$ cat config.mk
export PLATFORM = sky130hd
export DESIGN_NAME = retry_queue_scheduler
export DESIGN_NICKNAME = d
export VERILOG_FILES = /design/src/design/rqs_pkg.sv /design/src/design/rqs_slots.sv /design/src/design/rqs_decide.sv /design/src/design/retry_queue_scheduler.sv
export SDC_FILE = /design/constraint.sdc
export NUM_CORES = 1
export LEC_CHECK = 0
export ABC_AREA = 1
export BUFFER_PORTS_ARGS = -buffer_cell sky130_fd_sc_hd__buf_2
export CELL_PAD_IN_SITES_DETAIL_PLACEMENT = 1
export CELL_PAD_IN_SITES_GLOBAL_PLACEMENT = 1
export CORE_ASPECT_RATIO = 0.6
export CORE_MARGIN = 2
export CORE_UTILIZATION = 50
export DETAILED_ROUTE_END_ITERATION = 8
export GPL_ROUTABILITY_DRIVEN = 0
export HOLD_SLACK_MARGIN = 0.12
export PLACE_DENSITY_LB_ADDON = 0.1
export SLEW_MARGIN = 20
export SYNTH_ARGS = -nofsm -noshare
export SYNTH_HDL_FRONTEND = slang
export SYNTH_SLANG_ARGS = --single-unit
$ cat constraint.sdc
create_clock -name clk -period 8.7 [get_ports clk]
set_clock_uncertainty 0.15 [all_clocks]
set_input_delay 0.435 -clock clk [delete_from_list [all_inputs] [get_ports clk]]
set_output_delay 0.435 -clock clk [all_outputs]
set_load 0.05 [all_outputs]
$ cat src/design/rqs_pkg.sv
// Shared types, sizes and codes for the retry queue scheduler.
// No dependencies; imported by every module of the block.
`default_nettype none

package rqs_pkg;

  localparam int QUEUE_DEPTH = 8;
  localparam int IDX_W = (QUEUE_DEPTH > 1) ? $clog2(QUEUE_DEPTH) : 1;
  localparam int CNT_W = $clog2(QUEUE_DEPTH + 1);
  localparam int SUM_W = CNT_W + 1;

  localparam int TIME_W      = 32;
  localparam int CHAN_W      = 4;
  localparam int TAG_W       = 16;
  localparam int OUT_COUNT_W = 4;
  localparam int CFG_IDX_W   = 2;

  localparam int IN_DATA_W  = 56;
  localparam int OUT_DATA_W = 32;

  localparam logic [CFG_IDX_W-1:0] REG_RETRY_INTERVAL = 2'd0;
  localparam logic [CFG_IDX_W-1:0] REG_WAIT_CHECK     = 2'd1;
  localparam logic [CFG_IDX_W-1:0] REG_WAIT_TIMEOUT   = 2'd2;

  localparam logic [TIME_W-1:0] RETRY_INTERVAL_RST = 32'd60000;
  localparam logic [TIME_W-1:0] WAIT_CHECK_RST     = 32'd30000;
  localparam logic [TIME_W-1:0] WAIT_TIMEOUT_RST   = 32'd300000;

  typedef enum logic [1:0] {
    ACT_NONE       = 2'd0,
    ACT_SEND_CHAIN = 2'd1,
    ACT_SEND_CHAN  = 2'd2,
    ACT_SEND_ANON  = 2'd3
  } action_t;

  typedef enum logic {
    REQ_ENQUEUE = 1'b0,
    REQ_TICK    = 1'b1
  } req_kind_t;

  typedef enum logic {
    RSN_SEND_FAILED = 1'b0,
    RSN_WAIT_NUMBER = 1'b1
  } reason_t;

  typedef struct packed {
    req_kind_t           req_type;
    logic [CHAN_W-1:0]   channel;
    logic                full_chain;
    logic [TAG_W-1:0]    payload_tag;
    reason_t             reason;
    logic [TIME_W-1:0]   now_ms;
    logic                number_ready;
    logic                send_ok;
  } req_t;

  typedef struct packed {
    logic [CHAN_W-1:0]   channel;
    logic                chain;
    logic [TAG_W-1:0]    tag;
    reason_t             reason;
    logic [TIME_W-1:0]   enqueue_time;
    logic [TIME_W-1:0]   next_time;
  } entry_t;

  typedef struct packed {
    logic [TIME_W-1:0]   retry_interval;
    logic [TIME_W-1:0]   wait_check;
    logic [TIME_W-1:0]   wait_timeout;
  } cfg_t;

  typedef struct packed {
    action_t                  action;
    logic [CHAN_W-1:0]        out_channel;
    logic [TAG_W-1:0]         out_tag;
    logic                     dropped_oldest;
    logic [OUT_COUNT_W-1:0]   queue_count;
  } result_t;

  typedef struct packed {
    logic                we;
    logic [IDX_W-1:0]    idx;
    entry_t              entry;
  } slot_wr_t;

  function automatic logic [IDX_W-1:0] idx_inc(input logic [IDX_W-1:0] i);
    logic [IDX_W-1:0] r;
    if (i == IDX_W'(QUEUE_DEPTH - 1)) begin
      r = '0;
    end else begin
      r = i + 1'b1;
    end
    return r;
  endfunction

endpackage

`default_nettype wire

$ cat src/design/rqs_slots.sv
// Queue slot storage: one register row per entry, one write port, read at head.
// Depends on rqs_pkg.
`default_nettype none

module rqs_slots
  import rqs_pkg::*;
(
  input  wire logic             clk,
  input  wire slot_wr_t         wr,
  input  wire logic [IDX_W-1:0] head,
  output entry_t                head_entry
);

  entry_t slots [QUEUE_DEPTH];

  always_ff @(posedge clk) begin
    if (wr.we) begin
      slots[wr.idx] <= wr.entry;
    end
  end

  assign head_entry = slots[head];

endmodule

`default_nettype wire

$ cat src/design/rqs_decide.sv
// Per-request decision logic: enqueue placement, head timer checks, pop and reschedule.
// Depends on rqs_pkg.
`default_nettype none

module rqs_decide
  import rqs_pkg::*;
(
  input  wire req_t             req,
  input  wire cfg_t             cfg,
  input  wire logic [IDX_W-1:0] head,
  input  wire logic [CNT_W-1:0] count,
  input  wire entry_t           head_entry,
  output slot_wr_t              wr,
  output logic [IDX_W-1:0]      head_next,
  output logic [CNT_W-1:0]      count_next,
  output result_t               res
);

  logic [SUM_W-1:0]  tail_sum;
  logic [IDX_W-1:0]  tail;
  logic [TIME_W-1:0] age;
  logic              timed_out;
  logic              due;
  logic              full;
  logic              pop;

  always_comb begin
    tail_sum = SUM_W'(head) + SUM_W'(count);
    if (tail_sum >= SUM_W'(QUEUE_DEPTH)) begin
      tail_sum = tail_sum - SUM_W'(QUEUE_DEPTH);
    end
    tail = tail_sum[IDX_W-1:0];
  end

  assign age       = req.now_ms - head_entry.enqueue_time;
  assign timed_out = age > cfg.wait_timeout;
  assign due       = req.now_ms >= head_entry.next_time;
  assign full      = count == CNT_W'(QUEUE_DEPTH);

  always_comb begin
    wr                 = '{we: 1'b0, idx: head, entry: head_entry};
    head_next          = head;
    count_next         = count;
    pop                = 1'b0;
    res.action         = ACT_NONE;
    res.out_channel    = '0;
    res.out_tag        = '0;
    res.dropped_oldest = 1'b0;

    if (req.req_type == REQ_ENQUEUE) begin
      wr.we                 = 1'b1;
      wr.entry.channel      = req.channel;
      wr.entry.chain        = req.full_chain;
      wr.entry.tag          = req.payload_tag;
      wr.entry.reason       = req.reason;
      wr.entry.enqueue_time = req.now_ms;
      wr.entry.next_time    = req.now_ms + cfg.retry_interval;
      if (full) begin
        // overwrite oldest in place and advance head
        wr.idx             = head;
        head_next          = idx_inc(head);
        res.dropped_oldest = 1'b1;
      end else begin
        wr.idx     = tail;
        count_next = count + 1'b1;
      end
    end else if (count != '0) begin
      if (head_entry.reason == RSN_WAIT_NUMBER) begin
        if (timed_out) begin
          res.action      = head_entry.chain ? ACT_SEND_CHAIN : ACT_SEND_ANON;
          res.out_channel = head_entry.chain ? '0 : head_entry.channel;
          res.out_tag     = head_entry.tag;
          pop             = 1'b1;
        end else if (req.number_ready) begin
          res.out_tag = head_entry.tag;
          if (head_entry.chain) begin
            res.action = ACT_SEND_CHAIN;
            pop        = 1'b1;
          end else begin
            res.action      = ACT_SEND_CHAN;
            res.out_channel = head_entry.channel;
            if (req.send_ok) begin
              pop = 1'b1;
            end else begin
              wr.we              = 1'b1;
              wr.entry.reason    = RSN_SEND_FAILED;
              wr.entry.next_time = req.now_ms + cfg.retry_interval;
            end
          end
        end else if (due) begin
          wr.we              = 1'b1;
          wr.entry.next_time = req.now_ms + cfg.wait_check;
        end
      end else if (due) begin
        res.action      = ACT_SEND_CHAN;
        res.out_channel = head_entry.channel;
        res.out_tag     = head_entry.tag;
        if (req.send_ok) begin
          pop = 1'b1;
        end else begin
          wr.we              = 1'b1;
          wr.entry.next_time = req.now_ms + cfg.retry_interval;
        end
      end
      if (pop) begin
        head_next  = idx_inc(head);
        count_next = count - 1'b1;
      end
    end
    res.queue_count = OUT_COUNT_W'(count_next);
  end

endmodule

`default_nettype wire

$ cat src/design/retry_queue_scheduler.sv
// Retry queue scheduler top level: stream ports, config registers, request and result stages.
// Depends on rqs_pkg, rqs_slots and rqs_decide.
// A request is registered in the request stage, its result in the result stage; each request
// reads or writes one slot with one add/compare, one request per cycle unless m_tready stalls.
// Reset clears head, count and both stage valids, and loads the register reset values.
// Slot contents are not cleared; only held entries are ever read.
`default_nettype none

module retry_queue_scheduler
  import rqs_pkg::*;
(
  input  wire logic                  clk,
  input  wire logic                  rst,
  input  wire logic                  cfg_we,
  input  wire logic [CFG_IDX_W-1:0]  cfg_addr,
  input  wire logic [TIME_W-1:0]     cfg_wdata,
  input  wire logic                  s_tvalid,
  output logic                       s_tready,
  // channel[3:0], full_chain[4], payload_tag[20:5], reason[21], now_ms[53:22],
  // number_ready[54], send_ok[55]
  input  wire logic [IN_DATA_W-1:0]  s_tdata,
  // req_type[0]
  input  wire logic                  s_tuser,
  output logic                       m_tvalid,
  input  wire logic                  m_tready,
  // action[1:0], out_channel[5:2], out_tag[21:6], dropped_oldest[22],
  // queue_count[26:23], zero[31:27]
  output logic [OUT_DATA_W-1:0]      m_tdata
);

  cfg_t             cfg;
  logic             req_valid;
  req_t             req;
  logic             res_valid;
  result_t          res;
  logic [IDX_W-1:0] head;
  logic [CNT_W-1:0] count;

  req_t             req_in;
  entry_t           head_entry;
  slot_wr_t         wr;
  slot_wr_t         wr_gated;
  logic [IDX_W-1:0] head_next;
  logic [CNT_W-1:0] count_next;
  result_t          res_next;
  logic             advance;

  assign req_in = '{
    req_type:     req_kind_t'(s_tuser),
    channel:      s_tdata[3:0],
    full_chain:   s_tdata[4],
    payload_tag:  s_tdata[20:5],
    reason:       reason_t'(s_tdata[21]),
    now_ms:       s_tdata[53:22],
    number_ready: s_tdata[54],
    send_ok:      s_tdata[55]
  };

  assign advance  = req_valid && (!res_valid || m_tready);
  assign s_tready = !req_valid || advance;

  always_ff @(posedge clk) begin
    if (rst) begin
      cfg.retry_interval <= RETRY_INTERVAL_RST;
      cfg.wait_check     <= WAIT_CHECK_RST;
      cfg.wait_timeout   <= WAIT_TIMEOUT_RST;
    end else if (cfg_we) begin
      unique case (cfg_addr)
        REG_RETRY_INTERVAL: cfg.retry_interval <= cfg_wdata;
        REG_WAIT_CHECK:     cfg.wait_check     <= cfg_wdata;
        REG_WAIT_TIMEOUT:   cfg.wait_timeout   <= cfg_wdata;
        default: ;
      endcase
    end
  end

  always_ff @(posedge clk) begin
    if (rst) begin
      req_valid <= 1'b0;
      res_valid <= 1'b0;
      head      <= '0;
      count     <= '0;
    end else begin
      if (s_tvalid && s_tready) begin
        req_valid <= 1'b1;
      end else if (advance) begin
        req_valid <= 1'b0;
      end
      if (advance) begin
        res_valid <= 1'b1;
        head      <= head_next;
        count     <= count_next;
      end else if (m_tready) begin
        res_valid <= 1'b0;
      end
    end
  end

  always_ff @(posedge clk) begin
    if (s_tvalid && s_tready) begin
      req <= req_in;
    end
    if (advance) begin
      res <= res_next;
    end
  end

  rqs_decide u_decide (
    .req        (req),
    .cfg        (cfg),
    .head       (head),
    .count      (count),
    .head_entry (head_entry),
    .wr         (wr),
    .head_next  (head_next),
    .count_next (count_next),
    .res        (res_next)
  );

  always_comb begin
    wr_gated    = wr;
    wr_gated.we = wr.we && advance;
  end

  rqs_slots u_slots (
    .clk        (clk),
    .wr         (wr_gated),
    .head       (head),
    .head_entry (head_entry)
  );

  assign m_tvalid = res_valid;
  assign m_tdata  = {5'd0, res.queue_count, res.dropped_oldest, res.out_tag,
                     res.out_channel, res.action};

endmodule

`default_nettype wire

Word-level counts from Yosys, hierarchy flattened
Memories as Yosys holds them, arrays and structs flattened. A register that Yosys moved wholly into a read port is not among the register bits. Cells that the tools add are included.

Add/sub/neg operators: 8. Multiply operators: 0. Divide/modulo/power cells: 0. $lt $le $gt $ge: 3. Equality and inequality tests: 6. Shifts and indexed selects: 0. Mux-type cells: 60. Bitwise gates (word level): 0. Reduce and logical (&&, ||, !) cells: 17.

Operator list (number): $mux W32 (10); $mux W22 (4); $add A32 B32 Y32 (2); $ge A32 B32 Y1 (1); $gt A32 B32 Y1 (1); $sub A32 B32 Y32 (1); $mux W1 (29); $mux W3 (9); $mux W24 (1); $mux W4 (5); $reduce_and A2 Y1 (4); $reduce_bool A2 Y1 (3); $add A3 B4 Y5 (1); $ge A5 B4 Y1 const B (1); $add A4 B1 Y4 const B (1); $eq A4 B4 Y1 const B (1); $mux W2 (2); $ne A2 B1 Y1 const B (2); $reduce_and A4 Y1 (1); $reduce_bool A4 Y1 (1); $sub A4 B1 Y4 const B (1); $add A3 B1 Y3 const B (1); $eq A3 B3 Y1 const B (1); $logic_and A1 B1 Y1 (3); 6 further kinds (8).

Register bits: 189. Latch bits: 0. Memory bits (writable): 688. Memory bits (read-only): 0. Output and inout bits: 34. Logic and storage cells: 115. Memories: 1.

Memory list: u_slots.slots (words 8, bits a word 86, rd ports 1, clocked after memory_dff 1, write ports 1, RTL line rqs_slots.sv:14) `entry_t slots [QUEUE_DEPTH];`.

Longest topological paths before layout
Depth after elaboration: 12. Mapped depth: 41.

Modules after synthesis
A second synthesis with hierarchy kept.

Cell total of the unflattened synthesis: 5456. Area total of the unflattened synthesis: 46326.9 um^2.

Modules (own cells, without submodules): rqs_slots (times used 1, cells an instance 2990, area an instance 29842.4 um^2, sequential area each 20659.8 um^2); rqs_decide (times used 1, cells an instance 1738, area an instance 9633.0 um^2, sequential area each 0.0 um^2); retry_queue_scheduler (times used 1, cells an instance 728, area an instance 6851.6 um^2, sequential area each 4624.4 um^2).

Worst setup path before layout
OpenSTA, ideal clock, no wires.

Kind: register -> register. From: register with a tool-made name. To: memory u_slots.slots[1][0] in the netlist's numbering, enable pin. Library setup time: 0.462 ns. Data arrival time: 6.897 ns. Data required time: 8.088 ns. Slack: 1.191 ns. Stages on the path, launching flop included: 37. Cells stage by stage: dfxtp_1 > inv_2 > buf_6 > buf_4 > buf_6 > buf_4 > clkbuf_1 > o21ai_0 > a31oi_1 > ha_1 > inv_1 > fa_1 > nand3_1 > nand3_1 > nand2_1 > a21oi_2 > nand3_1 > nand2_1 > a21boi_1 > o21ai_0 > nand2_1 > o21ai_2 > xor2_1 > ha_1 > nand2_1 > nor2_1 > nand2_1 > nor4_2 > nand4_1 > nand2_2 > buf_6 > nand2_1 > nand2_2 > nand3_2 > nand2_2 > nand2_4 > nor2_2.

RTL lines (RTL line): end: declaration (rqs_slots.sv:14).

==> flow_summary.json <==
{
  "relSlewSlack_pct": 20.0,
  "drc": 0,
  "register_area_mm2": 0.0254,
  "crit_top_cell": "nand2_1",
  "cp_slowest_cell": "o21bai_1",
  "worstHoldStart": "cfg_addr[1]",
  "seqPwrFrac_pct": 44.2,
  "io_pins": 130,
  "power_density_mw_per_mm2": 229,
  "drtIter0Drc": 3992,
  "cp-start-kind": "register",
  "p_sw_share_pct": 31.5,
  "peakVddDrop_mv": 0.192,
  "critPathKind": "register to register",
  "yosys_warnings": 0,
  "reg2reg_to": "u_slots.slots[2][17]",
  "drt-total-wl_um": 154000,
  "drive_above_1_share_pct": 9.02,
  "p_leak_nw": 18.3,
  "yosysUniqueCellTypes": 57,
  "cts_max_level": 3,
  "dp_hpwl_um": 101000,
  "vias_per_cell": 6.10,
  "ys_seq_area_share_pct": 59.2,
  "area_growth_pct": 13.1,
  "comb_power_share_pct": 21.1,
  "grt_first_pass_wirelength_um": 227000,
  "grtUsageTotal_pct": 34.7,
  "cts_tree": "yes",
  "crit_required_ps": 8890,
  "cts_setup_buffers": 0,
  "finalSetupViolCount": 0,
  "hold_viol_final": 0,
  "cp_max_fo": 106,
  "synthArstFlopShare_pct": 0,
  "tightest_slew_ps": 1200,
  "multiInputGateArea_mm2": 0.0155,
  "clockBufferDepth": 3,
  "clk_pin_slew_worst_paths_ps": 70,
  "ff2ff_path_depth": 29,
  "slowest_delay_ps": 930,
  "grt_pass1_vias": 34700,
  "max-cap-violations": 0,
  "cts_buffers": 84,
  "n_fill_cell": 9390,
  "hold-path-endpoint": "cfg[15]",
  "cts.sinks": 880,
  "rows": 83,
  "portBuffers": 124,
  "wire_per_inst_um": 27.2,
  "p_int_mw": 7.60,
  "fin_crit_ps": 7780,
  "grt_remaining_overflow": 0,
  "die_height_um": 231,
  "regToRegSetupSlack_ps": 920,
  "rsz0062_at_grt": "no",
  "worst_slack_ps": 916,
  "start_util_pct": 50.2,
  "synth_edf_count": 772,
  "core_area_mm2": 0.0852,
  "fin_setup_tns_ps": 0,
  "syn_inst": 4261,
  "clkPwrFrac_pct": 34.7,
  "die_area_mm2": 0.0880,
  "yosys_most_used_dff": "edfxtp_1",
  "clkLatencyLatePin_ps": 710,
  "hold_depth": 5,
  "vias": 34600,
  "postSynthAreaPerCell_um2": 10.0,
  "min_path_type": "primary input to register",
  "dp_slack_ps": 1460,
  "p_switching_mw": 3.49,
  "endpoint_kind": "register",
  "clock-root-buffer": "clkbuf_16",
  "syn_area_mm2": 0.0428,
  "max_freq_ghz": 0.128,
  "arrival_ps": 7970,
  "outcome": "completed",
  "firstDrtPassIters": 6,
  "postRouteAntennaNets": 0,
  "grt_max_degree": 130,
  "nets": 4706,
  "maxSlewViolCount": 0,
  "chipWidth_um": 382,
  "period_share_pct": 89.5,
  "ys_ff_latch": 880,
  "antenna_found_initial": 19
}
power groups by stage:
stage                     logic, mW  clock network, mW  registers [mW]
after global placement         2.14                  0            4.99
after floorplan                1.40                  0            4.99
final                          2.34               3.84            4.90
after global routing           2.52               4.02            4.91
after CTS                      2.25               3.86            4.90
after detailed placement       2.20                  0            4.99
placed cells by master, fill, tap and decap left out, types with 26 or more instances in the layout:
cell,netlist,final
nor2_1,637,635
inv_1,229,224
ha_1,163,163
edfxtp_1,772,772
buf_4,28,67
clkbuf_16,0,86
o21ai_0,557,555
o22ai_1,104,104
dfxtp_1,108,105
o221ai_1,69,69
buf_2,45,124
a21oi_1,206,206
nand3_1,140,140
nand2_1,685,685
xnor2_1,26,26
xor2_1,47,47
o21ai_1,99,101
dlygate4sd3_1,0,98
worst max path at each step:
stage	slack (ps)	start	end	depth (start not counted)
floorplan	1190	register	u_slots.slots[1][0]	36
global placement	1690	register	u_slots.slots[7][42]	30
detailed placement	1460	register	u_slots.slots[5][17]	29
CTS	1350	register	u_slots.slots[3][17]	29
global route	710	register	u_slots.slots[3][17]	29
finish	920	register	u_slots.slots[2][17]	29
synth_stat cells (all sizes together), types with 11 or more instances:
master,instances,area share (%)
inv,241,2.1
nand3,144,1.7
ha,163,4.8
o221ai,69,1.4
o21bai,13,0.23
xor2,47,0.96
nand2,702,6.3
dfxtp,108,5.1
o21ai,666,7.9
nand4,17,0.25
o21a,20,0.36
edfxtp,772,54
xnor2,26,0.53
nor3,19,0.22
o211ai,21,0.42
a21oi,208,2.5
a21o,11,0.19
o22ai,104,1.5
nor2,654,5.9
buf,97,1.5
clkbuf,109,0.96
per-layer routing:
metal  vias up  share of wire [%]  global-route usage, %
met5         -               0.27                   3.21
met4         6                2.7                   9.69
met3       250                 11                   10.8
met2      1636                 42                   50.3
met1     17200                 44                   50.0
li1      15500                  -                      -
metrics by stage:
step,instances,utilization (%),hold slack [ps],power (mW),cell area (µm²)
floorplan,4265,-,285,6.39,42800
global placement,5406,52.3,303,7.12,44600
detailed placement,5406,52.3,308,7.19,44600
CTS,5659,56.8,141,11.0,48300
global route,5665,56.8,183,11.5,48400
finish,5671,56.8,197,11.1,48400
logic make-up (layout without fill, tap and decap cells):
family | after synthesis | after routing | synth area share, %
buffers and inverters | 449 | 696 | 4.59
AO/OA/AOI/OAI | 1130 | 1130 | 14.8
flip-flops | 880 | 880 | 59.2
multiplexers | 3 | 3 | 0.0994
other | 1 | 17 | 0.00877
XOR/XNOR | 73 | 73 | 1.49
adder cells (fa/ha/maj) | 167 | 167 | 4.95
AND/OR/NAND/NOR | 1558 | 1558 | 14.8
worst max-delay path: cells and delay by family, from the launching register on:
kind | cells | cell delay (ps)
flops | 1 | 420
simple gates | 18 | 2630
buf+inv | 3 | 1340
fa+ha+maj | 2 | 830
compound gates | 5 | 1800
xor+xnor | 1 | 100
repair_timing:
item	in CTS	in global routing
hold endpoints to repair	158	0
hold buffers	98	0
gates resized for setup	0	0
cell type report:
type / count / area share (%)
diodes: 12 / 0.0621
clock buffers: 110 / 4.69
inverters: 243 / 1.92
multi-input cells: 2936 / 32.1
flip-flops and latches: 880 / 52.4
repair buffers: 298 / 4.72
clock inverters: 45 / 1.11
well taps: 1147 / 2.97
registers in the layout (all words and copies together), names as in the netlist, named ones only:
| signal | count |
|---|---|
| cfg | 96 |
| head | 3 |
| req_valid | 1 |
| u_slots.slots | 688 |
| count | 4 |
| m_tvalid | 1 |
| m_tdata | 27 |
| req | 57 |
No activity file was read; power rests on OpenSTA's default activity.
